<file path="src/hdl/gbn_pkg.sv">
// ----------------------------------------------------------------------------
// gbn_pkg
// Shared types, constants and helpers of the Go-Back-N sender window.
// ----------------------------------------------------------------------------
package gbn_pkg;

  localparam int MAX_WINDOW = 8;
  localparam int SLOT_W     = (MAX_WINDOW > 1) ? $clog2(MAX_WINDOW) : 1;
  localparam int CNT_W      = $clog2(MAX_WINDOW + 1);
  localparam int SEQ_W      = 16;
  localparam int DATA_W     = 8;
  localparam int ENTRY_W    = DATA_W + 2;
  localparam int WIN_W      = 4;
  localparam int TMO_W      = 16;
  localparam int PADDR_W    = 3;
  localparam int PDATA_W    = 32;

  localparam logic [WIN_W-1:0] WINDOW_RESET  = 4'd5;
  localparam logic [TMO_W-1:0] TIMEOUT_RESET = 16'd200;

  // Request codes
  localparam logic [1:0] REQ_SUBMIT = 2'd0;
  localparam logic [1:0] REQ_ACK    = 2'd1;
  localparam logic [1:0] REQ_TICK   = 2'd2;

  // Register index (paddr[2])
  localparam logic REG_WINDOW  = 1'b0;
  localparam logic REG_TIMEOUT = 1'b1;

  typedef enum logic [2:0] {
    ST_SENT     = 3'd0,
    ST_REJECT   = 3'd1,
    ST_ACK_OK   = 3'd2,
    ST_ACK_IGN  = 3'd3,
    ST_TICK     = 3'd4,
    ST_RESEND   = 3'd5
  } status_e;

  typedef enum logic [1:0] {
    S_IDLE,
    S_READ,
    S_LOAD
  } state_e;

  typedef struct packed {
    logic [1:0]        req_type;
    logic [DATA_W-1:0] payload_byte;
    logic              mark_syn;
    logic              mark_fin;
    logic [SEQ_W-1:0]  ack_seq;
    logic              ack_flag;
  } req_t;

  typedef struct packed {
    logic              tx_valid;
    logic [SEQ_W-1:0]  tx_seq;
    logic [DATA_W-1:0] tx_data;
    logic              tx_syn;
    logic              tx_fin;
    logic [2:0]        status;
    logic [3:0]        outstanding;
    logic              last_of_run;
  } rsp_t;

  typedef struct packed {
    logic [WIN_W-1:0] window_size;
    logic [TMO_W-1:0] timeout_ticks;
  } cfg_t;

  // Slot arithmetic modulo MAX_WINDOW; a < MAX_WINDOW and b <= MAX_WINDOW.
  function automatic logic [SLOT_W-1:0] slot_add(input logic [SLOT_W-1:0] a,
                                                 input logic [CNT_W-1:0]  b);
    logic [CNT_W:0] s;
    s = (CNT_W+1)'(a) + (CNT_W+1)'(b);
    if (s >= (CNT_W+1)'(MAX_WINDOW)) s = s - (CNT_W+1)'(MAX_WINDOW);
    return SLOT_W'(s);
  endfunction

endpackage

</file>
<file path="src/hdl/gbn_ram.sv">
// ----------------------------------------------------------------------------
// gbn_ram
// Generic single-write, single-read RAM with registered read data.
// ----------------------------------------------------------------------------
module gbn_ram #(
  parameter int WIDTH = 8,
  parameter int DEPTH = 8
) (
  input  logic                                   clk_i,
  input  logic                                   we_i,
  input  logic [((DEPTH > 1) ? $clog2(DEPTH) : 1)-1:0] waddr_i,
  input  logic [WIDTH-1:0]                       wdata_i,
  input  logic                                   re_i,
  input  logic [((DEPTH > 1) ? $clog2(DEPTH) : 1)-1:0] raddr_i,
  output logic [WIDTH-1:0]                       rdata_o
);

  logic [WIDTH-1:0] mem_q [DEPTH];
  logic [WIDTH-1:0] rdata_q;

  always_ff @(posedge clk_i) begin
    if (we_i) begin
      mem_q[waddr_i] <= wdata_i;
    end
    if (re_i) begin
      rdata_q <= mem_q[raddr_i];
    end
  end

  assign rdata_o = rdata_q;

endmodule

</file>
<file path="src/hdl/gbn_cfg.sv">
// ----------------------------------------------------------------------------
// gbn_cfg
// APB register file: window size and timeout in ticks.
// ----------------------------------------------------------------------------
module gbn_cfg (
  input  logic                        clk_i,
  input  logic                        rst_ni,
  input  logic                        psel,
  input  logic                        penable,
  input  logic                        pwrite,
  input  logic [gbn_pkg::PADDR_W-1:0] paddr,
  input  logic [gbn_pkg::PDATA_W-1:0] pwdata,
  output logic [gbn_pkg::PDATA_W-1:0] prdata,
  output logic                        pready,
  output gbn_pkg::cfg_t               cfg_o
);

  logic [gbn_pkg::WIN_W-1:0] win_q, win_d;
  logic [gbn_pkg::TMO_W-1:0] tmo_q, tmo_d;
  logic                      wr_en;

  assign pready = 1'b1;
  assign wr_en  = psel && penable && pwrite;

  always_comb begin
    win_d = win_q;
    tmo_d = tmo_q;
    if (wr_en) begin
      unique case (paddr[2])
        gbn_pkg::REG_WINDOW:  win_d = pwdata[gbn_pkg::WIN_W-1:0];
        gbn_pkg::REG_TIMEOUT: tmo_d = pwdata[gbn_pkg::TMO_W-1:0];
        default: ;
      endcase
    end
  end

  always_comb begin
    unique case (paddr[2])
      gbn_pkg::REG_WINDOW:  prdata = gbn_pkg::PDATA_W'(win_q);
      gbn_pkg::REG_TIMEOUT: prdata = gbn_pkg::PDATA_W'(tmo_q);
      default:              prdata = '0;
    endcase
  end

  always_ff @(posedge clk_i or negedge rst_ni) begin
    if (!rst_ni) begin
      win_q <= gbn_pkg::WINDOW_RESET;
      tmo_q <= gbn_pkg::TIMEOUT_RESET;
    end else begin
      win_q <= win_d;
      tmo_q <= tmo_d;
    end
  end

  assign cfg_o.window_size   = win_q;
  assign cfg_o.timeout_ticks = tmo_q;

endmodule

</file>
<file path="src/hdl/gbn_ctrl.sv">
// ----------------------------------------------------------------------------
// gbn_ctrl
// Window bookkeeping, request handling, resend sequencer and result register.
// ----------------------------------------------------------------------------
module gbn_ctrl (
  input  logic                         clk_i,
  input  logic                         rst_ni,
  input  gbn_pkg::cfg_t                cfg_i,
  input  logic                         in_valid_i,
  output logic                         in_stall_o,
  input  gbn_pkg::req_t                in_data_i,
  output logic                         out_valid_o,
  input  logic                         out_stall_i,
  output gbn_pkg::rsp_t                out_data_o,
  output logic                         ram_we_o,
  output logic [gbn_pkg::SLOT_W-1:0]   ram_waddr_o,
  output logic [gbn_pkg::ENTRY_W-1:0]  ram_wdata_o,
  output logic                         ram_re_o,
  output logic [gbn_pkg::SLOT_W-1:0]   ram_raddr_o,
  input  logic [gbn_pkg::ENTRY_W-1:0]  ram_rdata_i
);

  gbn_pkg::state_e state_q, state_d;

  logic [gbn_pkg::SLOT_W-1:0] head_q, head_d;
  logic [gbn_pkg::CNT_W-1:0]  count_q, count_d;
  logic [gbn_pkg::SEQ_W-1:0]  base_q, base_d;
  logic [gbn_pkg::TMO_W-1:0]  elapsed_q, elapsed_d;
  logic [gbn_pkg::SLOT_W-1:0] idx_q, idx_d;
  gbn_pkg::rsp_t              out_q, out_d;
  logic                       out_vld_q, out_vld_d;

  logic                       out_free;
  logic                       in_acc;
  logic [gbn_pkg::CNT_W-1:0]  win_lim;
  logic [gbn_pkg::TMO_W-1:0]  tmo_lim;
  logic [gbn_pkg::TMO_W-1:0]  elapsed_inc;
  logic                       timeout;
  logic                       last;
  logic [gbn_pkg::CNT_W-1:0]  idx_next;

  assign out_free   = !out_vld_q || !out_stall_i;
  assign in_stall_o = (state_q != gbn_pkg::S_IDLE) || !out_free;
  assign in_acc     = in_valid_i && !in_stall_o;

  always_comb begin
    if (32'(cfg_i.window_size) > gbn_pkg::MAX_WINDOW) begin
      win_lim = gbn_pkg::CNT_W'(gbn_pkg::MAX_WINDOW);
    end else if (cfg_i.window_size == '0) begin
      win_lim = gbn_pkg::CNT_W'(1);
    end else begin
      win_lim = gbn_pkg::CNT_W'(cfg_i.window_size);
    end
  end

  assign tmo_lim     = (cfg_i.timeout_ticks == '0) ? gbn_pkg::TMO_W'(1) : cfg_i.timeout_ticks;
  assign elapsed_inc = elapsed_q + gbn_pkg::TMO_W'(1);
  assign timeout     = (in_data_i.req_type == gbn_pkg::REQ_TICK) && (count_q != '0)
                       && (elapsed_inc >= tmo_lim);
  assign idx_next    = gbn_pkg::CNT_W'(idx_q) + gbn_pkg::CNT_W'(1);
  assign last        = (idx_next == count_q);

  // Next state
  always_comb begin
    state_d = state_q;
    unique case (state_q)
      gbn_pkg::S_IDLE: begin
        if (in_acc && timeout) state_d = gbn_pkg::S_READ;
      end
      gbn_pkg::S_READ: state_d = gbn_pkg::S_LOAD;
      gbn_pkg::S_LOAD: begin
        if (out_free && last) state_d = gbn_pkg::S_IDLE;
      end
      default: state_d = gbn_pkg::S_IDLE;
    endcase
  end

  // Datapath, memory port and result register
  always_comb begin
    head_d      = head_q;
    count_d     = count_q;
    base_d      = base_q;
    elapsed_d   = elapsed_q;
    idx_d       = idx_q;
    out_d       = out_q;
    out_vld_d   = out_vld_q && out_stall_i;
    ram_we_o    = 1'b0;
    ram_waddr_o = gbn_pkg::slot_add(head_q, count_q);
    ram_wdata_o = {in_data_i.mark_fin, in_data_i.mark_syn, in_data_i.payload_byte};
    ram_re_o    = 1'b0;
    ram_raddr_o = gbn_pkg::slot_add(head_q, gbn_pkg::CNT_W'(idx_q));

    unique case (state_q)
      gbn_pkg::S_IDLE: begin
        if (in_acc) begin
          out_d             = '0;
          out_d.last_of_run = 1'b1;
          out_d.outstanding = 4'(count_q);
          case (in_data_i.req_type)
            gbn_pkg::REQ_SUBMIT: begin
              out_vld_d = 1'b1;
              if (count_q < win_lim) begin
                ram_we_o          = 1'b1;
                count_d           = count_q + gbn_pkg::CNT_W'(1);
                if (count_q == '0) elapsed_d = '0;
                out_d.tx_valid    = 1'b1;
                out_d.tx_seq      = base_q + gbn_pkg::SEQ_W'(count_q);
                out_d.tx_data     = in_data_i.payload_byte;
                out_d.tx_syn      = in_data_i.mark_syn;
                out_d.tx_fin      = in_data_i.mark_fin;
                out_d.status      = gbn_pkg::ST_SENT;
                out_d.outstanding = 4'(count_d);
              end else begin
                out_d.status = gbn_pkg::ST_REJECT;
              end
            end
            gbn_pkg::REQ_ACK: begin
              out_vld_d = 1'b1;
              if (count_q != '0 && in_data_i.ack_seq == base_q && in_data_i.ack_flag) begin
                head_d            = gbn_pkg::slot_add(head_q, gbn_pkg::CNT_W'(1));
                base_d            = base_q + gbn_pkg::SEQ_W'(1);
                count_d           = count_q - gbn_pkg::CNT_W'(1);
                elapsed_d         = '0;
                out_d.status      = gbn_pkg::ST_ACK_OK;
                out_d.outstanding = 4'(count_d);
              end else begin
                out_d.status = gbn_pkg::ST_ACK_IGN;
              end
            end
            gbn_pkg::REQ_TICK: begin
              if (timeout) begin
                // start the resend run, oldest first
                elapsed_d = '0;
                idx_d     = '0;
                out_d     = out_q;
              end else begin
                if (count_q != '0) elapsed_d = elapsed_inc;
                out_vld_d    = 1'b1;
                out_d.status = gbn_pkg::ST_TICK;
              end
            end
            default: begin
              out_d = out_q;
            end
          endcase
        end
      end
      gbn_pkg::S_READ: begin
        ram_re_o = 1'b1;
      end
      gbn_pkg::S_LOAD: begin
        if (out_free) begin
          out_vld_d         = 1'b1;
          out_d.tx_valid    = 1'b1;
          out_d.tx_seq      = base_q + gbn_pkg::SEQ_W'(idx_q);
          out_d.tx_data     = ram_rdata_i[gbn_pkg::DATA_W-1:0];
          out_d.tx_syn      = ram_rdata_i[gbn_pkg::DATA_W];
          out_d.tx_fin      = ram_rdata_i[gbn_pkg::DATA_W+1];
          out_d.status      = gbn_pkg::ST_RESEND;
          out_d.outstanding = 4'(count_q);
          out_d.last_of_run = last;
          if (!last) begin
            // fetch the next entry while this one goes out
            idx_d       = gbn_pkg::SLOT_W'(idx_next);
            ram_re_o    = 1'b1;
            ram_raddr_o = gbn_pkg::slot_add(head_q, idx_next);
          end
        end
      end
      default: ;
    endcase
  end

  always_ff @(posedge clk_i or negedge rst_ni) begin
    if (!rst_ni) begin
      state_q   <= gbn_pkg::S_IDLE;
      head_q    <= '0;
      count_q   <= '0;
      base_q    <= '0;
      elapsed_q <= '0;
      idx_q     <= '0;
      out_vld_q <= 1'b0;
    end else begin
      state_q   <= state_d;
      head_q    <= head_d;
      count_q   <= count_d;
      base_q    <= base_d;
      elapsed_q <= elapsed_d;
      idx_q     <= idx_d;
      out_vld_q <= out_vld_d;
    end
  end

  always_ff @(posedge clk_i) begin
    out_q <= out_d;
  end

  assign out_valid_o = out_vld_q;
  assign out_data_o  = out_q;

endmodule

</file>
<file path="src/hdl/go_back_n_sender_window_unit.sv">
// ----------------------------------------------------------------------------
// go_back_n_sender_window_unit
// Go-Back-N sender window with the outstanding packets kept in a small RAM.
// ----------------------------------------------------------------------------
// Usage:
//   Request channel (in_*): submit, ack or tick items, taken when in_valid_i
//   is high and in_stall_o is low. Result channel (out_*): one result per
//   submit, ack or tick, or a run of results on a timeout, the last of which
//   carries last_of_run. Request type three is taken and gives no result.
//   A result is in the output register in the cycle after its item is taken;
//   the first packet of a resend run passes the window RAM read (S_READ) and
//   the load state (S_LOAD) on its way there. Submits, acks and plain ticks
//   never hold the request side themselves. A timeout holds it while all
//   outstanding packets are resent: the first window RAM read, then one
//   resent packet per cycle unless the result channel stalls (one read port).
//   The receiver stalling the result channel holds the output register and
//   stalls the request side and the resend run with it.
//   Reset clears the window (empty, base sequence zero, timer zero) and loads
//   window_size 5 and timeout_ticks 200. The APB port writes the registers;
//   write them only while the block is idle.
// ----------------------------------------------------------------------------
module go_back_n_sender_window_unit (
  input  logic                        clk_i,
  input  logic                        rst_ni,
  input  logic                        in_valid_i,
  output logic                        in_stall_o,
  input  gbn_pkg::req_t               in_data_i,
  output logic                        out_valid_o,
  input  logic                        out_stall_i,
  output gbn_pkg::rsp_t               out_data_o,
  input  logic                        psel,
  input  logic                        penable,
  input  logic                        pwrite,
  input  logic [gbn_pkg::PADDR_W-1:0] paddr,
  input  logic [gbn_pkg::PDATA_W-1:0] pwdata,
  output logic [gbn_pkg::PDATA_W-1:0] prdata,
  output logic                        pready
);

  gbn_pkg::cfg_t                cfg;
  logic                         ram_we;
  logic [gbn_pkg::SLOT_W-1:0]   ram_waddr;
  logic [gbn_pkg::ENTRY_W-1:0]  ram_wdata;
  logic                         ram_re;
  logic [gbn_pkg::SLOT_W-1:0]   ram_raddr;
  logic [gbn_pkg::ENTRY_W-1:0]  ram_rdata;

  gbn_cfg u_cfg (
    .clk_i   (clk_i),
    .rst_ni  (rst_ni),
    .psel    (psel),
    .penable (penable),
    .pwrite  (pwrite),
    .paddr   (paddr),
    .pwdata  (pwdata),
    .prdata  (prdata),
    .pready  (pready),
    .cfg_o   (cfg)
  );

  gbn_ram #(
    .WIDTH (gbn_pkg::ENTRY_W),
    .DEPTH (gbn_pkg::MAX_WINDOW)
  ) u_window_ram (
    .clk_i   (clk_i),
    .we_i    (ram_we),
    .waddr_i (ram_waddr),
    .wdata_i (ram_wdata),
    .re_i    (ram_re),
    .raddr_i (ram_raddr),
    .rdata_o (ram_rdata)
  );

  gbn_ctrl u_ctrl (
    .clk_i       (clk_i),
    .rst_ni      (rst_ni),
    .cfg_i       (cfg),
    .in_valid_i  (in_valid_i),
    .in_stall_o  (in_stall_o),
    .in_data_i   (in_data_i),
    .out_valid_o (out_valid_o),
    .out_stall_i (out_stall_i),
    .out_data_o  (out_data_o),
    .ram_we_o    (ram_we),
    .ram_waddr_o (ram_waddr),
    .ram_wdata_o (ram_wdata),
    .ram_re_o    (ram_re),
    .ram_raddr_o (ram_raddr),
    .ram_rdata_i (ram_rdata)
  );

  // Window writes come only from an accepted submit.
  a_write_on_submit: assert property (@(posedge clk_i) disable iff (!rst_ni)
    ram_we |-> (in_valid_i && !in_stall_o && in_data_i.req_type == gbn_pkg::REQ_SUBMIT))
    else $error("window write without an accepted submit");

  // A resend read never overlaps a window write.
  a_no_rw_overlap: assert property (@(posedge clk_i) disable iff (!rst_ni)
    !(ram_we && ram_re))
    else $error("window read and write in the same cycle");

  // A resend run has no gaps once its first packet is shown.
  a_run_continues: assert property (@(posedge clk_i) disable iff (!rst_ni)
    (out_valid_o && !out_stall_i && !out_data_o.last_of_run) |=> out_valid_o)
    else $error("resend run broken before its last packet");

endmodule

</file>
<file path="config.mk">
export PLATFORM = sky130hd
export DESIGN_NAME = go_back_n_sender_window_unit
export DESIGN_NICKNAME = d
export VERILOG_FILES = /design/src/hdl/gbn_pkg.sv /design/src/hdl/gbn_ram.sv /design/src/hdl/gbn_cfg.sv /design/src/hdl/gbn_ctrl.sv /design/src/hdl/go_back_n_sender_window_unit.sv
export SDC_FILE = /design/constraint.sdc
export NUM_CORES = 1
export LEC_CHECK = 0
export ABC_CLOCK_PERIOD_IN_PS = 5800
export BUFFER_PORTS_ARGS = -buffer_cell sky130_fd_sc_hd__buf_2
export CAP_MARGIN = 20
export CORE_MARGIN = 3
export CORE_UTILIZATION = 55
export CTS_CLUSTER_SIZE = 24
export DETAILED_ROUTE_END_ITERATION = 12
export PLACE_DENSITY = 0.77
export SLEW_MARGIN = 30
export SYNTH_ARGS = -nofsm -noshare
export SYNTH_HDL_FRONTEND = slang
export SYNTH_SLANG_ARGS = --single-unit
</file>
<file path="constraint.sdc">
create_clock -name clk_i -period 5.8 [get_ports clk_i]
set_input_delay 1.16 -clock clk_i [delete_from_list [all_inputs] [get_ports clk_i]]
set_output_delay 1.16 -clock clk_i [all_outputs]
set_load 0.05 [all_outputs]
</file>
==> flow_metrics.tcl <==
set metrics [dict create \
    arrival_ns 4.39 \
    grt_pass1_vias 7863 \
    chipWidth_um 145 \
    ff2ff_path_depth 14 \
    synth-main-ff-cell "edfxtp_1" \
    cts_resized 0 \
    drt_pass1_iterations 5 \
    fin_tns_setup_ns 0 \
    nFillCells 1476 \
    synthCells 944 \
    overflow 0 \
    p_int_w 0.00289 \
    end_kind "register" \
    h-tree-depth 4 \
    num_io_pins 141 \
    finClkSkew_ns 0.0155 \
    area_growth_syn_to_layout_pct 12.1 \
    dpl_worst_slack_ns 1.55 \
    finalMaxSlewViolations 0 \
    grt_max_degree 66 \
    finalSetupViolCount 0 \
    irDropWorstVdd_uv 241 \
    post_cts_buffers 0 \
    power_frac_seq 0.374 \
    synthTopCellsByArea "edfxtp_1, dfrtp_1, ha_1" \
    dp.cells 1261 \
    drt_iter0_drc 702 \
    power.net_switching_w 0.00183 \
    grt_pass1_wl_um 39800 \
    final_util 0.632 \
    tightest_slew_ns 0.983 \
    async_flop_share 0.342 \
    cts_buffers 17 \
    cts.sinks 190 \
    yosys_warnings 0 \
    antenna_left 0 \
    wire_per_inst_um 19.0 \
    wirelength_um 24600 \
    vias 7926 \
    core_um2 18900 \
    power.share.clock 0.246 \
    critPathLaunchType "register" \
    crit_fanout 34 \
    fmax_ghz 0.232 \
    slew_headroom 0.344 \
    avgSynthCellArea_um2 11.3 \
    cts_hold_buf 0 \
    powerDensity_nw_per_um2 395 \
    worstReg2RegStart "u_ctrl.elapsed_q[0]" \
    synth_top_area_frac 0.352 \
    place_congestion 0.878 \
    drv_cap 0 \
    comb_power_share 0.380 \
    hold_violations 0 \
    syn_area_um2 10700 \
    hold_depth 2 \
    fin_cells 1295 \
    dp_hpwl_um 16000 \
    fin_ws_ns 1.49 \
    min_to "u_ctrl.elapsed_q[14]" \
    synth_most_common_cell "edfxtp_1" \
    insertion_delay_ns 0.44 \
    root_buffer "clkbuf_16" \
    num_rows 50 \
    holdCritStartpoint "u_ctrl.elapsed_q[14]" \
    crit_type "reg2reg" \
    yosysUniqueCellTypes 70 \
    clkTransAtPathRegs_ns 0.07 \
    cts_tree "built" \
    io_buffers 105 \
    antenna_found_initial 2 \
    finalCriticalPeriod_ns 4.31 \
    r2r_slack_ns 1.49 \
    hp-class "reg2reg" \
    nets 1139 \
    synth-edff-count 125 \
    dieArea_um2 21100 \
    drive_gt1_frac 0.197 \
    synth_top_area_cell "edfxtp_1" \
    timing.final.crit_share 0.743 \
    p_sw_frac 0.387 \
    synth_seq_cells 190 \
    start_util 0.564 \
    yosysSeqAreaShare 0.506 \
    track_usage 0.232 \
    rsz0062_at_grt "no" \
    cp.required_ns 5.88 \
    synthTopCellsByCount "edfxtp_1, o21ai_0, nand2_1" \
    die_h_um 145 \
    worst_r2r_endpoint "u_ctrl.out_data_o[30]" \
    status "finished, final reports clean" \
    clock_path_buffers 2 \
    drt-vias-per-instance 6.12 \
    power.leakage_nw 4.74 \
    remaining_drc_errors 0 \
    fin_total_pwr_w 0.00472 \
]
-- worst max-delay path by stage --
stage / from / to / slack [ns]
floorplan: u_ctrl.elapsed_q[0] / u_ctrl.out_data_o[10] / 0.93
finish: u_ctrl.elapsed_q[0] / u_ctrl.out_data_o[30] / 1.49
detailed placement: u_ctrl.elapsed_q[0] / u_ctrl.out_data_o[15] / 1.55
CTS: u_ctrl.elapsed_q[0] / u_ctrl.out_data_o[10] / 1.52
global placement: u_ctrl.elapsed_q[0] / u_ctrl.out_data_o[17] / 1.63
global route: u_ctrl.elapsed_q[0] / u_ctrl.out_data_o[10] / 1.13
-- state kept, by name, indices dropped and copies added (netlist names), 2 cells and up --
| register | flops |
|---|---|
| u_ctrl.base_q | 16 |
| u_ctrl.idx_q | 3 |
| u_cfg.win_q | 4 |
| u_ctrl.state_q | 2 |
| u_ctrl.elapsed_q | 16 |
| u_ctrl.out_data_o | 35 |
| u_cfg.tmo_q | 16 |
| u_window_ram.rdata_o | 10 |
| u_ctrl.head_q | 3 |
| u_ctrl.count_q | 4 |
| u_window_ram.mem_q | 80 |
-- per-layer routing --
| metal | global-route usage | wire (um) | up-vias |
|---|---|---|---|
| li1 | - | - | 3669 |
| met1 | 0.301 | 10300 | 3865 |
| met2 | 0.395 | 12200 | 353 |
| met3 | 0.0453 | 1710 | 37 |
| met4 | 0.0750 | 403 | 2 |
| met5 | 0 | 13 | - |
-- through the flow --
step / area, um2 / hold slack [ns]
2_1_floorplan: 10700 / 0.450
3_3_place_gp: 11300 / 0.463
3_5_place_dp: 11300 / 0.479
4_1_cts: 11900 / 0.506
5_1_grt: 11900 / 0.542
6_report: 11900 / 0.505
-- placed cells by master, fill, tap and decap left out, drive strengths merged, types with 40 or more instances in the layout --
cell,count
edfxtp,125
xnor2,46
dfrtp,60
a221o,40
nor2,44
buf,117
nand2,63
o21ai,68
inv,46
ha,42
-- power by group through the flow --
stage | Combinational (W) | Sequential, W | Clock [W]
2_1_floorplan | 0.00121 | 0.00190 | 0
3_3_place_gp | 0.00173 | 0.00179 | 0
3_5_place_dp | 0.00177 | 0.00179 | 0
4_1_cts | 0.00178 | 0.00176 | 0.00118
5_1_grt | 0.00195 | 0.00178 | 0.00123
6_report | 0.00179 | 0.00177 | 0.00116
-- kinds of logic after synthesis --
family,share of synthesized area
muxes,0.0586
buffers and inverters,0.0509
other,0.000705
and+or+nand+nor,0.106
AOI/OAI and AO/OA,0.163
adders and majority gates,0.0587
xor gates and xnor gates,0.0565
DFF,0.506
-- worst max-delay path, cell delays in order, from the launching register on --
cell	delay (ns)
dfrtp_1	0.44
ha_1	0.26
nand3_1	0.18
nor2_1	0.39
nand2_1	0.13
nor2_1	0.14
xor2_1	0.22
ha_1	0.30
a2111o_1	0.44
nor2_1	0.11
o22ai_1	0.12
a31oi_1	0.36
o21ai_0	0.24
a21oi_4	0.18
buf_4	0.43
-- area by class of cell --
class,instances,area (um2),share of cell area
clock buffer,19,433,0.0362
inverter,40,150,0.0126
clock inverter,13,154,0.0129
timing repair buffer,117,616,0.0515
multi-input combinational,655,4880,0.408
antenna,1,2.50,0.000210
sequential,190,5390,0.451
tap,260,325,0.0272
Power figures use the tool's default switching activity.
